$ cat config.mk
export PLATFORM = sky130hd
export DESIGN_NAME = stripe_range_splitter
export DESIGN_NICKNAME = d
export VERILOG_FILES = /design/src/rtl/srs_pkg.sv /design/src/rtl/srs_cfg_regs.sv /design/src/rtl/srs_step_unit.sv /design/src/rtl/stripe_range_splitter.sv
export VERILOG_INCLUDE_DIRS = /design/src /design/src/rtl
export SDC_FILE = /design/constraint.sdc
export NUM_CORES = 1
export LEC_CHECK = 0
export BUFFER_PORTS_ARGS = -buffer_cell sky130_fd_sc_hd__buf_2
export CORE_MARGIN = 3
export CORE_UTILIZATION = 66
export DETAILED_ROUTE_END_ITERATION = 8
export PLACE_DENSITY = 0.87
export SLEW_MARGIN = 40
export SYNTH_ARGS = -nofsm -noshare
export SYNTH_HDL_FRONTEND = slang
export SYNTH_SLANG_ARGS = --single-unit
$ cat constraint.sdc
create_clock -name clk -period 14.2 [get_ports clk]
set_input_delay 0.71 -clock clk [delete_from_list [all_inputs] [get_ports clk]]
set_output_delay 0.71 -clock clk [all_outputs]
set_load 0.01 [all_outputs]
$ cat src/rtl/stripe_range_splitter_assert.svh
// Assertion macros included by stripe_range_splitter.sv, the RTL file that carries checks.
`ifndef STRIPE_RANGE_SPLITTER_ASSERT_SVH
`define STRIPE_RANGE_SPLITTER_ASSERT_SVH
`ifndef SYNTHESIS
`define SRS_ASSERT_IMPLY(label, clk, rst_n, ante, cons) \
    label: assert property (@(posedge clk) disable iff (!rst_n) (ante) |-> (cons)) \
        else $error("same-cycle check failed");
`define SRS_ASSERT_NEXT(label, clk, rst_n, ante, cons) \
    label: assert property (@(posedge clk) disable iff (!rst_n) (ante) |=> (cons)) \
        else $error("next-cycle check failed");
`else
`define SRS_ASSERT_IMPLY(label, clk, rst_n, ante, cons)
`define SRS_ASSERT_NEXT(label, clk, rst_n, ante, cons)
`endif
`endif

$ cat src/rtl/srs_pkg.sv
`default_nettype none
package srs_pkg;

    localparam int MAX_CHUNKS = 16;
    localparam logic [20:0] SIZE_LIMIT = 21'd1048576;
    localparam logic [20:0] SIZE_RESET = 21'd4096;
    localparam logic [4:0] COUNT_RESET = 5'd4;

    typedef enum logic [0:0] {
        CFG_CHUNK_SIZE  = 1'b0,
        CFG_CHUNK_COUNT = 1'b1
    } cfg_idx_t;

    typedef enum logic [1:0] {
        ST_OK     = 2'd0,
        ST_DEAD   = 2'd1,
        ST_BEYOND = 2'd2,
        ST_ZERO   = 2'd3
    } status_t;

    typedef enum logic [1:0] {
        S_IDLE = 2'd0,
        S_WALK = 2'd1,
        S_EMIT = 2'd2,
        S_ERR  = 2'd3
    } state_t;

    typedef struct packed {
        logic [24:0] next;
        logic        start_below;
        logic        end_below;
    } step_t;

endpackage
`default_nettype wire

$ cat src/rtl/srs_cfg_regs.sv
`default_nettype none
module srs_cfg_regs
    import srs_pkg::*;
(
    input  wire logic        clk,
    input  wire logic        rst_n,
    input  wire logic        cfg_we,
    input  wire logic [0:0]  cfg_addr,
    input  wire logic [20:0] cfg_wdata,
    output logic      [20:0] size_eff,
    output logic      [4:0]  count_eff
);

    logic [20:0] size_reg;
    logic [4:0]  count_reg;

    always_ff @(posedge clk or negedge rst_n)
    begin
        if (!rst_n)
        begin
            size_reg  <= SIZE_RESET;
            count_reg <= COUNT_RESET;
        end
        else if (cfg_we)
        begin
            case (cfg_idx_t'(cfg_addr))
                CFG_CHUNK_SIZE:  size_reg  <= cfg_wdata;
                CFG_CHUNK_COUNT: count_reg <= cfg_wdata[4:0];
                default:         ;
            endcase
        end
    end

    always_comb
    begin
        if (size_reg == 21'd0)
            size_eff = 21'd1;
        else if (size_reg > SIZE_LIMIT)
            size_eff = SIZE_LIMIT;
        else
            size_eff = size_reg;

        if (count_reg == 5'd0)
            count_eff = 5'd1;
        else if (count_reg > 5'(MAX_CHUNKS))
            count_eff = 5'(MAX_CHUNKS);
        else
            count_eff = count_reg;
    end

endmodule
`default_nettype wire

$ cat src/rtl/srs_step_unit.sv
`default_nettype none
module srs_step_unit
    import srs_pkg::*;
(
    input  wire logic [24:0] base,
    input  wire logic [20:0] size,
    input  wire logic [31:0] start,
    input  wire logic [32:0] stop,
    output step_t            step
);

    // One adder moves to the next chunk boundary; both range ends are compared to it.
    always_comb
    begin
        step.next        = base + {4'd0, size};
        step.start_below = start < {7'd0, step.next};
        step.end_below   = stop < {8'd0, step.next};
    end

endmodule
`default_nettype wire

$ cat src/rtl/stripe_range_splitter.sv
`default_nettype none
`include "stripe_range_splitter_assert.svh"
// Splits a byte range into one word per stripe chunk it touches. After a word is accepted,
// the boundary walker visits the chunks in turn from chunk 0 up to the end chunk (at most
// the chunk count, so 16 chunks), stepping a single shared adder and two comparators along the
// chunk boundaries; then one word per touched chunk leaves, one per cycle when the output
// is free. A request with zero length skips the walk. Errors give a single word.
module stripe_range_splitter
    import srs_pkg::*;
(
    input  wire logic        clk,
    input  wire logic        rst_n,
    input  wire logic        cfg_we,
    input  wire logic [0:0]  cfg_addr,
    input  wire logic [20:0] cfg_wdata,
    input  wire logic        s_tvalid,
    output logic             s_tready,
    input  wire logic [79:0] s_tdata,   // start_offset, range_length, alive_mask
    output logic             m_tvalid,
    input  wire logic        m_tready,
    output logic      [47:0] m_tdata,   // chunk_index, offset_in_chunk, piece_length, zero pad
    output logic      [1:0]  m_tuser,   // status
    output logic             m_tlast
);

    logic [20:0] size_eff;
    logic [4:0]  count_eff;
    step_t       step;

    state_t      state_reg, state_next;
    logic [31:0] start_reg, start_next;
    logic [32:0] end_reg, end_next;
    logic [20:0] len_reg, len_next;
    logic [15:0] alive_reg, alive_next;
    logic [3:0]  idx_reg, idx_next;
    logic [24:0] base_reg, base_next;
    logic        sc_found_reg, sc_found_next;
    logic [3:0]  sc_reg, sc_next;
    logic [24:0] base_sc_reg, base_sc_next;
    logic [3:0]  ec_reg, ec_next;
    logic [24:0] base_ec_reg, base_ec_next;
    logic        dead_found_reg, dead_found_next;
    logic [3:0]  dead_idx_reg, dead_idx_next;
    status_t     err_status_reg, err_status_next;
    logic [3:0]  err_idx_reg, err_idx_next;

    logic        out_valid_reg, out_valid_next;
    logic [3:0]  out_idx_reg, out_idx_next;
    logic [19:0] out_off_reg, out_off_next;
    logic [20:0] out_len_reg, out_len_next;
    status_t     out_status_reg, out_status_next;
    logic        out_last_reg, out_last_next;

    logic        out_free;
    logic        in_range;
    logic        dead_now;
    logic        is_first;
    logic        is_last;
    logic [24:0] off_wide;
    logic [24:0] tail_wide;
    logic [19:0] off_val;

    srs_cfg_regs u_cfg (
        .clk       (clk),
        .rst_n     (rst_n),
        .cfg_we    (cfg_we),
        .cfg_addr  (cfg_addr),
        .cfg_wdata (cfg_wdata),
        .size_eff  (size_eff),
        .count_eff (count_eff)
    );

    srs_step_unit u_step (
        .base  (base_reg),
        .size  (size_eff),
        .start (start_reg),
        .stop  (end_reg),
        .step  (step)
    );

    always_ff @(posedge clk or negedge rst_n)
    begin
        if (!rst_n)
        begin
            state_reg     <= S_IDLE;
            out_valid_reg <= 1'b0;
        end
        else
        begin
            state_reg     <= state_next;
            out_valid_reg <= out_valid_next;
        end
    end

    always_ff @(posedge clk)
    begin
        start_reg      <= start_next;
        end_reg        <= end_next;
        len_reg        <= len_next;
        alive_reg      <= alive_next;
        idx_reg        <= idx_next;
        base_reg       <= base_next;
        sc_found_reg   <= sc_found_next;
        sc_reg         <= sc_next;
        base_sc_reg    <= base_sc_next;
        ec_reg         <= ec_next;
        base_ec_reg    <= base_ec_next;
        dead_found_reg <= dead_found_next;
        dead_idx_reg   <= dead_idx_next;
        err_status_reg <= err_status_next;
        err_idx_reg    <= err_idx_next;
        out_idx_reg    <= out_idx_next;
        out_off_reg    <= out_off_next;
        out_len_reg    <= out_len_next;
        out_status_reg <= out_status_next;
        out_last_reg   <= out_last_next;
    end

    always_comb
    begin
        state_next      = state_reg;
        start_next      = start_reg;
        end_next        = end_reg;
        len_next        = len_reg;
        alive_next      = alive_reg;
        idx_next        = idx_reg;
        base_next       = base_reg;
        sc_found_next   = sc_found_reg;
        sc_next         = sc_reg;
        base_sc_next    = base_sc_reg;
        ec_next         = ec_reg;
        base_ec_next    = base_ec_reg;
        dead_found_next = dead_found_reg;
        dead_idx_next   = dead_idx_reg;
        err_status_next = err_status_reg;
        err_idx_next    = err_idx_reg;
        out_valid_next  = out_valid_reg && !m_tready;
        out_idx_next    = out_idx_reg;
        out_off_next    = out_off_reg;
        out_len_next    = out_len_reg;
        out_status_next = out_status_reg;
        out_last_next   = out_last_reg;

        out_free  = !out_valid_reg || m_tready;
        s_tready  = (state_reg == S_IDLE);
        in_range  = sc_found_reg || step.start_below;
        dead_now  = in_range && !alive_reg[idx_reg];
        is_first  = (idx_reg == sc_reg);
        is_last   = (idx_reg == ec_reg);
        off_wide  = start_reg[24:0] - base_sc_reg;
        off_val   = is_first ? off_wide[19:0] : 20'd0;
        tail_wide = end_reg[24:0] - base_ec_reg + 25'd1;

        case (state_reg)
            S_IDLE:
            begin
                if (s_tvalid)
                begin
                    start_next      = s_tdata[31:0];
                    end_next        = {1'b0, s_tdata[31:0]} + {1'b0, s_tdata[63:32]} - 33'd1;
                    len_next        = s_tdata[52:32];
                    alive_next      = s_tdata[79:64];
                    idx_next        = 4'd0;
                    base_next       = 25'd0;
                    sc_found_next   = 1'b0;
                    dead_found_next = 1'b0;
                    if (s_tdata[63:32] == 32'd0)
                    begin
                        err_status_next = ST_ZERO;
                        err_idx_next    = 4'd0;
                        state_next      = S_ERR;
                    end
                    else
                        state_next = S_WALK;
                end
            end
            S_WALK:
            begin
                if (in_range && !sc_found_reg)
                begin
                    sc_found_next = 1'b1;
                    sc_next       = idx_reg;
                    base_sc_next  = base_reg;
                end
                if (dead_now && !dead_found_reg)
                begin
                    dead_found_next = 1'b1;
                    dead_idx_next   = idx_reg;
                end
                if (step.end_below)
                begin
                    ec_next      = idx_reg;
                    base_ec_next = base_reg;
                    if (dead_found_reg || dead_now)
                    begin
                        err_status_next = ST_DEAD;
                        err_idx_next    = dead_found_reg ? dead_idx_reg : idx_reg;
                        state_next      = S_ERR;
                    end
                    else
                    begin
                        idx_next   = sc_found_reg ? sc_reg : idx_reg;
                        state_next = S_EMIT;
                    end
                end
                else if ({1'b0, idx_reg} == count_eff - 5'd1)
                begin
                    err_status_next = ST_BEYOND;
                    err_idx_next    = 4'd0;
                    state_next      = S_ERR;
                end
                else
                begin
                    idx_next  = idx_reg + 4'd1;
                    base_next = step.next;
                end
            end
            S_EMIT:
            begin
                if (out_free)
                begin
                    out_valid_next  = 1'b1;
                    out_idx_next    = idx_reg;
                    out_off_next    = off_val;
                    out_status_next = ST_OK;
                    out_last_next   = is_last;
                    if (is_first && is_last)
                        out_len_next = len_reg;
                    else if (is_first)
                        out_len_next = size_eff - {1'b0, off_val};
                    else if (is_last)
                        out_len_next = tail_wide[20:0];
                    else
                        out_len_next = size_eff;
                    idx_next = idx_reg + 4'd1;
                    if (is_last)
                        state_next = S_IDLE;
                end
            end
            S_ERR:
            begin
                if (out_free)
                begin
                    out_valid_next  = 1'b1;
                    out_idx_next    = err_idx_reg;
                    out_off_next    = 20'd0;
                    out_len_next    = 21'd0;
                    out_status_next = err_status_reg;
                    out_last_next   = 1'b1;
                    state_next      = S_IDLE;
                end
            end
            default:
            begin
                state_next = S_IDLE;
            end
        endcase
    end

    assign m_tvalid = out_valid_reg;
    assign m_tdata  = {3'd0, out_len_reg, out_off_reg, out_idx_reg};
    assign m_tuser  = out_status_reg;
    assign m_tlast  = out_last_reg;

    `SRS_ASSERT_IMPLY(a_err_single, clk, rst_n, m_tvalid && (m_tuser != ST_OK), m_tlast && (out_len_reg == 21'd0))
    `SRS_ASSERT_IMPLY(a_piece_fits, clk, rst_n, m_tvalid && (m_tuser == ST_OK), (out_len_reg != 21'd0) && (out_len_reg <= size_eff))
    `SRS_ASSERT_NEXT(a_busy_after_accept, clk, rst_n, s_tvalid && s_tready, !s_tready)

endmodule
`default_nettype wire

==> results of run 1 <==
==> worst paths after layout <==
check	from	slack (ns)	cells after the start	endpoint
setup / recovery	u_cfg.size_reg[2]	7.47	25	err_idx_reg[2]
min in group clk	s_tdata[7]	0.35	1	start_reg[7]
hold reg to reg	base_reg[15]	0.48	0	base_sc_reg[15]
max in group asynchronous	rst_n	13.50	1	u_cfg.size_reg[15]
setup reg to reg	u_cfg.size_reg[2]	7.47	25	err_idx_reg[2]
hold / removal	rst_n	0.22	1	u_cfg.size_reg[19]
==> critical path, stage by stage, from the launching register on <==
cell	delay, ns
sky130_fd_sc_hd__dfrtp_1	0.56
sky130_fd_sc_hd__nor4_1	0.12
sky130_fd_sc_hd__nand2_1	0.16
sky130_fd_sc_hd__nor2_1	0.07
sky130_fd_sc_hd__o21bai_1	0.25
sky130_fd_sc_hd__inv_1	0.08
sky130_fd_sc_hd__ha_1	0.24
sky130_fd_sc_hd__ha_1	0.24
sky130_fd_sc_hd__a21oi_1	0.22
sky130_fd_sc_hd__o21ai_2	0.10
sky130_fd_sc_hd__a2111oi_2	0.62
sky130_fd_sc_hd__or4_4	0.27
sky130_fd_sc_hd__and3_1	0.19
sky130_fd_sc_hd__o21ai_0	0.12
sky130_fd_sc_hd__xnor2_1	0.34
sky130_fd_sc_hd__ha_1	0.32
sky130_fd_sc_hd__a21o_1	0.16
sky130_fd_sc_hd__a21o_1	0.16
sky130_fd_sc_hd__a21o_1	0.17
sky130_fd_sc_hd__a31oi_1	0.15
sky130_fd_sc_hd__o41ai_1	0.12
sky130_fd_sc_hd__maj3_1	0.35
sky130_fd_sc_hd__a31oi_2	0.25
sky130_fd_sc_hd__o21bai_2	0.22
sky130_fd_sc_hd__a31o_2	0.29
sky130_fd_sc_hd__a21oi_1	0.55
==> power groups by stage <==
| stage | sequential, mW | combinational [mW] | clock [mW] |
|---|---|---|---|
| 5_1_grt | 1.32 | 1.91 | 0.788 |
| 6_report | 1.30 | 1.73 | 0.754 |
| 3_5_place_dp | 1.31 | 1.67 | 0 |
| 4_1_cts | 1.30 | 1.70 | 0.757 |
| 2_1_floorplan | 1.29 | 1.19 | 0 |
| 3_3_place_gp | 1.30 | 1.62 | 0 |
==> cells by family after synthesis <==
group           after synthesis  share of synthesized area, %
other cells                   1                        0.0208
compound gates              402                          14.6
flops                       269                          44.0
buf+inv                     261                          5.56
simple gates                451                          12.4
mux                          45                          3.06
fa+ha+maj                   216                          15.1
xor+xnor                    109                          5.29
==> cell usage after synthesis (8+ instances only) <==
cell type | count | share of area (%)
sky130_fd_sc_hd__edfxtp_1 | 240 | 40
sky130_fd_sc_hd__inv_1 | 215 | 4.5
sky130_fd_sc_hd__ha_1 | 212 | 15
sky130_fd_sc_hd__nor2_1 | 133 | 2.8
sky130_fd_sc_hd__a21oi_1 | 129 | 3.6
sky130_fd_sc_hd__nand2_1 | 101 | 2.1
sky130_fd_sc_hd__xnor2_1 | 69 | 3.4
sky130_fd_sc_hd__o21ai_0 | 65 | 1.8
sky130_fd_sc_hd__xor2_1 | 40 | 1.9
sky130_fd_sc_hd__a21o_1 | 39 | 1.6
sky130_fd_sc_hd__nor3_1 | 33 | 0.92
sky130_fd_sc_hd__mux2_2 | 31 | 1.9
sky130_fd_sc_hd__nor2b_1 | 31 | 1.1
sky130_fd_sc_hd__clkbuf_1 | 30 | 0.62
sky130_fd_sc_hd__a211oi_1 | 27 | 1.1
sky130_fd_sc_hd__dfrtp_1 | 27 | 3.7
sky130_fd_sc_hd__nand3_1 | 27 | 0.75
sky130_fd_sc_hd__nand2b_1 | 22 | 0.76
sky130_fd_sc_hd__nor4_1 | 17 | 0.59
sky130_fd_sc_hd__o21a_1 | 16 | 0.67
sky130_fd_sc_hd__nand4_1 | 14 | 0.49
sky130_fd_sc_hd__o31ai_1 | 14 | 0.58
sky130_fd_sc_hd__a31oi_1 | 12 | 0.42
sky130_fd_sc_hd__or3_1 | 12 | 0.42
sky130_fd_sc_hd__and3_1 | 11 | 0.38
sky130_fd_sc_hd__a221oi_1 | 10 | 0.49
sky130_fd_sc_hd__and2_1 | 10 | 0.35
sky130_fd_sc_hd__or2_2 | 10 | 0.35
sky130_fd_sc_hd__mux2i_1 | 9 | 0.50
sky130_fd_sc_hd__o211ai_1 | 9 | 0.37
sky130_fd_sc_hd__o21bai_1 | 9 | 0.37
sky130_fd_sc_hd__buf_1 | 8 | 0.17
sky130_fd_sc_hd__o22ai_1 | 8 | 0.28
==> through the flow <==
stage               cells  power [mW]  cell area, um2
floorplan            1756        2.49           18000
global placement     2212        2.92           19100
detailed placement   2212        2.99           19200
CTS                  2264        3.75           20100
global route         2264        4.02           20100
finish               2264        3.79           20100
==> metal layers <==
layer  track usage (%)  wire length [um]  vias to the layer above
li1                  -                 -                     6673
met1              45.4             19900                     6650
met2              48.2             20500                      702
met3              6.94              4950                       83
met4              7.28              1020                        0
met5                 0                 0                        -
==> final cells by class <==
type | count | area [um2] | area share, %
Timing Repair Buffer | 166 | 860 | 4.27
Clock buffer | 39 | 793 | 3.94
Clock inverter | 13 | 156 | 0.778
Tap cell | 335 | 419 | 2.08
Sequential cell | 269 | 7940 | 39.5
Inverter | 216 | 812 | 4.04
Multi-Input combinational cell | 1226 | 9140 | 45.4
==> flow_metrics.tcl, run 1 <==
set metrics [dict create \
    crit_path_max_fanout 12 \
    power.switching_fraction_pct 40.0 \
    tightestPinTransition_ns 0.775 \
    filler_cell_count 1810 \
    layout-area-overhead-vs-synth_pct 11.5 \
    die-area_um2 29300 \
    synthCells 1754 \
    synth-edff-count 240 \
    power.net_switching_mw 1.51 \
    detail_route.vias_per_cell 6.23 \
    ys_warn_count 0 \
    ioPinCount 160 \
    routed_wl_um 46300 \
    netlist_area_um2 18000 \
    layout_worst_path_cycle_share_pct 47.4 \
    vert_die_dim_um 171 \
    dpl.hpwl_um 36300 \
    dp_worst_setup_slack_ns 7.61 \
    core_area_um2 26400 \
    grt_setup_unrepaired "no" \
    row_count 59 \
    largest_register_ff_count 33 \
    die_w_um 171 \
    cts_resized 0 \
    post-route-min-period_ns 6.73 \
    achievable_frequency_mhz 149 \
    n_antenna_cell 0 \
    p_leak_nw 8.72 \
    cts_root_buffer "sky130_fd_sc_hd__clkbuf_16" \
    path_class "register to register" \
    wire_length_of_the_first_global_routing_pass_um 71400 \
    post-cts-setup-buffer-count 0 \
    setup_slack_ns 7.47 \
    hold-worst-slack_ns 0.220 \
    finClkSkew_ns 0.0296 \
    count_of_routing_violations_after_the_opening_detailed_route_iteration 1412 \
    ys_async_sr_fraction_pct 10.8 \
    power_frac_comb_pct 45.6 \
    cts_inserted_buffers 28 \
    fraction_of_final_layout_cells_sized_beyond_drive_strength_1_pct 14.6 \
    clock_power_share_pct 19.9 \
    postCtsHoldBufs 0 \
    final_common_cell "sky130_fd_sc_hd__edfxtp_1" \
    synth_cell_type_count 84 \
    maxSlewViolCount 0 \
    final_cell_mix "sky130_fd_sc_hd__edfxtp_1, sky130_fd_sc_hd__inv_1, sky130_fd_sc_hd__ha_1, sky130_fd_sc_hd__buf_2, sky130_fd_sc_hd__nor2_1" \
    required_ns 14.37 \
    grt_remaining_overflow 0 \
    power_frac_seq_pct 34.4 \
    number_of_nets_with_antenna_violations_after_detailed_routing 0 \
    finalSetupTns_ns 0 \
    cts.reportedPaths.clkPinSlew_ns 0.07 \
    starting_density_pct 68.2 \
    routed_wire_length_per_instance_um 20.5 \
    antenna_found_initial 0 \
    maximum_buffer_depth_of_the_clock_tree 3 \
    worst_case_vdd_ir_drop_v 0.000162 \
    dr_total_vias 14100 \
    cp-start-kind "register" \
    first_global_vias 13500 \
    cts-htree-levels 1 \
    drt_pre_antenna_iters 5 \
    design.final.nets 2229 \
    number_of_port_buffers 156 \
    timing.max_cap.violations 0 \
    cts_tree "built" \
    finalWeightedCongestion 0.980 \
    hold_path_class "input port to asynchronous set/reset pin" \
    layout.core_utilization_pct 76.1 \
    ys_ff_latch 269 \
    signal_arrival_time_at_the_worst_endpoint_ns 6.89 \
    cts_num_sinks 269 \
    detail_route.drc_violations 0 \
    result_of_the_run "complete, no violations" \
    internal-power_mw 2.27 \
    grt.total_usage_pct 31.2 \
    sequential_to_total_area_share_from_yosys_stat_pct 44.0 \
    final_report_setup_violation_count 0 \
    endpoint_kind "register" \
    max_slew_margin_pct 47.6 \
    final-hold-violation-count 0 \
    clkLatencyLatePin_ns 0.55 \
    power_per_standard_cell_area_nw_per_um2 188 \
    yosys_most_used_dff "sky130_fd_sc_hd__edfxtp_1" \
    grt_start_max_net_pins 82 \
    post_synth.cell_area_avg_um2 10.3 \
]
Power figures use the tool's default switching activity.
==> run 2: changes to the inputs <==
Settings changed: CORE_UTILIZATION 66 to 61, PLACE_DENSITY 0.87 to 0.81.
Clock period 14.2 ns to 6.48 ns, I/O delays scaled along.
==> flow_metrics.tcl, run 2 (synthesis gave the netlist of run 1 again) <==
set metrics [dict create \
    total_power_mw 8.66 \
    cp-start-kind "register" \
    internal-power_mw 5.23 \
    timing.max_cap.violations 0 \
    critical_path_s_top_delay_family "compound AO/OA/AOI/OAI gates" \
    signal_arrival_time_at_the_worst_endpoint_ns 6.48 \
    timing.critical_path.buf_inv 3 \
    max_slew_margin_pct 48.3 \
    worst_case_vdd_ir_drop_v 0.000247 \
    power.switching_fraction_pct 39.5 \
    routed_wl_um 50300 \
    first_global_vias 14300 \
    detail_route.drc_violations 0 \
    setup_slack_ns 0.239 \
    design.final.nets 2329 \
    detail_route.vias_per_cell 6.12 \
    hold_path_class "input port to register" \
    fraction_of_final_layout_cells_sized_beyond_drive_strength_1_pct 15.7 \
    worst_path_max_delay_cell "sky130_fd_sc_hd__or4_4" \
    clkLatencyLatePin_ns 0.56 \
    achievable_frequency_mhz 160 \
    critical-path-max-stage-delay_ns 0.51 \
    endpoint_kind "register" \
    antenna_found_initial 3 \
    number_of_nets_with_antenna_violations_after_detailed_routing 0 \
    grt_start_max_net_pins 81 \
    finClkSkew_ns 0.0220 \
    row_count 62 \
    grt_remaining_overflow 0 \
    drt_pre_antenna_iters 6 \
    final-hold-violation-count 0 \
    tightestPinTransition_ns 0.756 \
    cts-htree-levels 1 \
    wire_length_of_the_first_global_routing_pass_um 77400 \
    number_of_port_buffers 156 \
    final_cell_mix "sky130_fd_sc_hd__edfxtp_1, sky130_fd_sc_hd__inv_1, sky130_fd_sc_hd__ha_1, sky130_fd_sc_hd__buf_2, sky130_fd_sc_hd__nor2_1" \
    core_area_um2 28900 \
    post-route-min-period_ns 6.24 \
    routed_wire_length_per_instance_um 20.8 \
    crit_path_max_fanout 11 \
    cts_inserted_buffers 29 \
    finalSetupTns_ns 0 \
    required_ns 6.72 \
    grt.total_usage_pct 31.5 \
    power_per_standard_cell_area_nw_per_um2 407 \
    maxSlewViolCount 0 \
    power_frac_seq_pct 33.1 \
    p_leak_nw 9.23 \
    starting_density_pct 62.3 \
    layout.cells.non_filler 2415 \
    final_common_cell "sky130_fd_sc_hd__edfxtp_1" \
    result_of_the_run "complete, no violations" \
    dr_total_vias 14800 \
    layout_worst_path_cycle_share_pct 96.3 \
    count_of_routing_violations_after_the_opening_detailed_route_iteration 1401 \
    cts_num_sinks 269 \
    path_class "register to register" \
    vert_die_dim_um 178 \
    power_frac_comb_pct 46.0 \
    layout.core_utilization_pct 73.6 \
    largest_register_ff_count 33 \
    cts.reportedPaths.clkPinSlew_ns 0.07 \
    filler_cell_count 1994 \
    cts_root_buffer "sky130_fd_sc_hd__clkbuf_16" \
    dp_worst_setup_slack_ns 0.175 \
    dpl.hpwl_um 37600 \
    maximum_buffer_depth_of_the_clock_tree 3 \
    power.net_switching_mw 3.42 \
    die_w_um 178 \
    finalWeightedCongestion 0.937 \
    cts_tree "built" \
    ioPinCount 160 \
    final_report_setup_violation_count 0 \
    placed_cells 2287 \
    clock_power_share_pct 20.9 \
    die-area_um2 31700 \
    layout-area-overhead-vs-synth_pct 18.0 \
]
==> run 2: changes by cell type in the layout (fill, tap and decap cells not counted), sizes merged <==
| cell | change |
|---|---|
| buf | +31 |
| clkbuf | -5 |
| nor2 | +1 |
| dlygate4sd3 | +67 |
| inv | -1 |
| clkinvlp | -3 |
| bufinv | +4 |
| clkinv | +6 |
| diode | +2 |
==> run 2: power groups by stage <==
stage	sequential [mW]	combinational [mW]	clock, mW
floorplan	2.83	2.62	0
global placement	2.86	3.69	0
detailed placement	2.88	3.80	0
CTS	2.85	3.88	1.82
global route	2.90	4.40	1.89
finish	2.86	3.99	1.81
==> run 2: path summary, 6_finish.rpt <==
kind	from	to	slack [ns]	depth (start not counted)
worst min register to register	base_reg[13]	base_ec_reg[13]	0.47	0
worst max register to register	u_cfg.size_reg[15]	idx_reg[3]	0.24	27
max in group asynchronous	rst_n	u_cfg.count_reg[2]	5.76	3
worst min-delay path	cfg_wdata[12]	u_cfg.size_reg[12]	0.02	2
worst max-delay path	u_cfg.size_reg[15]	idx_reg[3]	0.24	27
min in group asynchronous	rst_n	u_cfg.size_reg[2]	0.21	2
==> run 2: layout make-up <==
| cell class | count | area [um2] | area share [%] |
|---|---|---|---|
| Multi-Input combinational cell | 1227 | 9200 | 43.2 |
| Sequential cell | 269 | 7940 | 37.3 |
| Timing Repair Buffer | 264 | 1820 | 8.55 |
| Inverter | 216 | 811 | 3.81 |
| Clock buffer | 34 | 744 | 3.50 |
| Tap cell | 384 | 480 | 2.26 |
| Clock inverter | 19 | 287 | 1.35 |
| Antenna cell | 2 | 5.00 | 0.0235 |
==> run 2: layer usage <==
layer	up-vias	GRT usage (%)	wire (um)
met5	-	0	13
met4	2	9.72	1540
met3	96	4.60	4770
met2	800	48.9	22400
met1	7012	46.0	21600
li1	6877	-	-
==> run 2: worst register-to-register path, delay by kind of cell (launching register included) <==
kind	cells	cell delay, ns
XOR/XNOR	1	0.17
AO/OA/AOI/OAI	13	2.12
adder cells (fa/ha/maj)	4	1.00
AND/OR/NAND/NOR	6	1.81
buffers and inverters	3	0.40
flip-flops	1	0.43
==> run 2: repair_timing <==
item | 4_1_cts | 5_1_grt
gates resized for setup | 0 | 7
hold buffers | 67 | 0
endpoints found under the hold margin | 93 | 0
setup endpoints to repair | 0 | 88
setup buffers | 0 | 4
==> run 2: through the flow <==
stage	area [um2]	hold WS, ns
floorplan	18000	0.0284
global placement	19400	0.428
detailed placement	19500	0.434
CTS	21200	0.000866
global route	21300	0.00750
finish	21300	0.0226
==> run 3: changes to the inputs <==
Settings changed: ABC_AREA set to 1.
==> flow_metrics.tcl, run 3 <==
set metrics [dict create \
    n_antenna_cell 0 \
    routed_wire_length_per_instance_um 19.1 \
    result_of_the_run "complete, no violations" \
    required_ns 6.73 \
    routed_wl_um 48700 \
    fraction_of_final_layout_cells_sized_beyond_drive_strength_1_pct 13.0 \
    drt_pre_antenna_iters 6 \
    core_area_um2 28200 \
    layout-area-overhead-vs-synth_pct 15.8 \
    finalWeightedCongestion 1.02 \
    synth_largest_area_cell "sky130_fd_sc_hd__edfxtp_1" \
    synth_largest_type_area_fraction_pct 40.7 \
    endpoint_kind "register" \
    synthTopCellsByArea "sky130_fd_sc_hd__edfxtp_1, sky130_fd_sc_hd__ha_1, sky130_fd_sc_hd__inv_1" \
    yosys_most_used_dff "sky130_fd_sc_hd__edfxtp_1" \
    achievable_frequency_mhz 167 \
    placed_cells 2437 \
    p_leak_nw 9.50 \
    grt_remaining_overflow 0 \
    detail_route.drc_violations 0 \
    post-route-min-period_ns 5.99 \
    maximum_buffer_depth_of_the_clock_tree 3 \
    ys_warn_count 0 \
    ys_ff_latch 269 \
    max_slew_margin_pct 38.2 \
    cts_inserted_buffers 29 \
    antenna_found_initial 1 \
    finalSetupTns_ns 0 \
    final_common_cell "sky130_fd_sc_hd__inv_1" \
    final-hold-violation-count 0 \
    row_count 61 \
    cts_tree "built" \
    finClkSkew_ns 0.0230 \
    post_synth.cell_area_avg_um2 9.18 \
    grt.total_usage_pct 31.1 \
    signal_arrival_time_at_the_worst_endpoint_ns 6.24 \
    number_of_nets_with_antenna_violations_after_detailed_routing 0 \
    die_w_um 176 \
    placed_area_um2 18900 \
    timing.max_cap.violations 0 \
    post-cts-setup-buffer-count 0 \
    tightestPinTransition_ns 0.917 \
    vert_die_dim_um 176 \
    wire_length_of_the_first_global_routing_pass_um 75900 \
    final_area_um2 20500 \
    synth_cell_type_count 65 \
    grt_setup_unrepaired "no" \
    path_class "register to register" \
    cts_num_sinks 269 \
    cts.reportedPaths.clkPinSlew_ns 0.06 \
    synth-edff-count 240 \
    grt_start_max_net_pins 79 \
    clkLatencyLatePin_ns 0.56 \
    final_report_setup_violation_count 0 \
    hold_path_class "input port to register" \
    count_of_routing_violations_after_the_opening_detailed_route_iteration 1709 \
    worst_case_vdd_ir_drop_v 0.000338 \
    largest_register_ff_count 33 \
    starting_density_pct 62.9 \
    layout_worst_path_cycle_share_pct 92.5 \
    netlist_area_um2 17700 \
    dr_total_vias 14800 \
    power_per_standard_cell_area_nw_per_um2 403 \
    cp-start-kind "register" \
    die-area_um2 31100 \
    synth_most_common_cell "sky130_fd_sc_hd__inv_1" \
    dpl.hpwl_um 36800 \
    maxSlewViolCount 0 \
    number_of_port_buffers 156 \
    design.final.nets 2476 \
    final_cell_mix "sky130_fd_sc_hd__inv_1, sky130_fd_sc_hd__nand2_1, sky130_fd_sc_hd__edfxtp_1, sky130_fd_sc_hd__ha_1, sky130_fd_sc_hd__a21oi_1" \
    cts_root_buffer "sky130_fd_sc_hd__clkbuf_16" \
    first_global_vias 14400 \
    post_synth_most_frequent_cells "sky130_fd_sc_hd__inv_1, sky130_fd_sc_hd__nand2_1, sky130_fd_sc_hd__edfxtp_1" \
    sequential_to_total_area_share_from_yosys_stat_pct 44.8 \
    critical-path-max-stage-delay_ns 0.39 \
    synthCells 1928 \
    detail_route.vias_per_cell 5.79 \
    ys_async_sr_fraction_pct 10.8 \
    crit_path_max_fanout 25 \
    cts-htree-levels 1 \
    layout.cells.non_filler 2554 \
    worst_path_max_delay_cell "sky130_fd_sc_hd__dfrtp_1" \
    ioPinCount 160 \
]
==> run 3: cell count changes after synthesis, moves of 36 or more <==
cell	previous run	this run
sky130_fd_sc_hd__a21oi_1	129	181
sky130_fd_sc_hd__nand2_1	101	267
sky130_fd_sc_hd__a21o_1	39	3
sky130_fd_sc_hd__o21ai_0	65	110
sky130_fd_sc_hd__inv_1	215	328
sky130_fd_sc_hd__nor2_1	133	170
==> run 3: metal layers <==
metal	GRT usage (%)	part of all wire, %	vias up
met5	0	0.027	-
met4	7.56	2.7	2
met3	5.55	11	101
met2	49.6	44	759
met1	44.8	42	6910
li1	-	-	7005
==> run 3: worst max-delay path: cells and delay by family, from the launching register on <==
kind / cells / cell delay [ns]
buf+inv: 6 / 0.72
flops: 1 / 0.39
xor+xnor: 1 / 0.14
compound gates: 3 / 0.62
fa+ha+maj: 2 / 0.67
simple gates: 22 / 3.14
==> run 3: power by group <==
group	switching, mW	leakage [nW]	total [mW]	internal (mW)
clock	0.697	0.461	1.64	0.941
combinational	2.45	6.46	3.75	1.30
sequential	0.304	2.58	2.87	2.56
total	3.45	9.50	8.25	4.80
==> run 3: worst paths after layout <==
check	start	slack, ns	endpoint	depth (start not counted)
max in group asynchronous	rst_n	5.67	u_cfg.size_reg[20]	2
worst min-delay path	s_tdata[3]	0.02	start_reg[3]	1
min in group asynchronous	rst_n	0.36	u_cfg.count_reg[4]	2
worst max-delay path	u_cfg.size_reg[0]	0.49	base_reg[8]	34
worst min register to register	base_reg[20]	0.49	base_ec_reg[20]	0
worst max register to register	u_cfg.size_reg[0]	0.49	base_reg[8]	34
==> run 3: repair_timing <==
item | in CTS | in global routing
endpoints found under the hold margin | 90 | 0
setup endpoints to repair | 0 | 25
hold buffers | 64 | 0
gates resized for setup | 0 | 5
==> run 3: logic make-up (layout without fill, tap and decap cells) <==
kind of cell	count (synthesis)	count (layout)	share of synthesized area [%]
AOI/OAI and AO/OA	404	404	13.0
and+or+nand+nor	570	570	13.9
muxes	6	6	0.382
adders and majority gates	215	215	15.3
buffers and inverters	372	618	8.02
xor gates and xnor gates	91	91	4.50
other	1	3	0.0212
DFF	269	269	44.8
==> run 3: area by class of cell <==
type,instances,area (um2)
inverter,337,1270
sequential,269,7940
timing repair buffer,228,1500
fill,2076,7660
tap,378,473
clock inverter,21,193
clock buffer,32,737
multi-input combinational,1289,8400
==> run 3: per-stage QoR <==
stage                     power (mW)  hold WS, ns  worst slack [ns]  utilization [%]
final                           8.25       0.0197             0.488             72.8
after global routing            8.78       0.0193            0.0380             72.8
after CTS                       8.16      0.00402             0.368             72.7
after detailed placement        6.49        0.396             0.431             67.1
after global placement          6.35        0.388             0.700             67.1
after floorplan                 5.34       0.0284              1.07                -
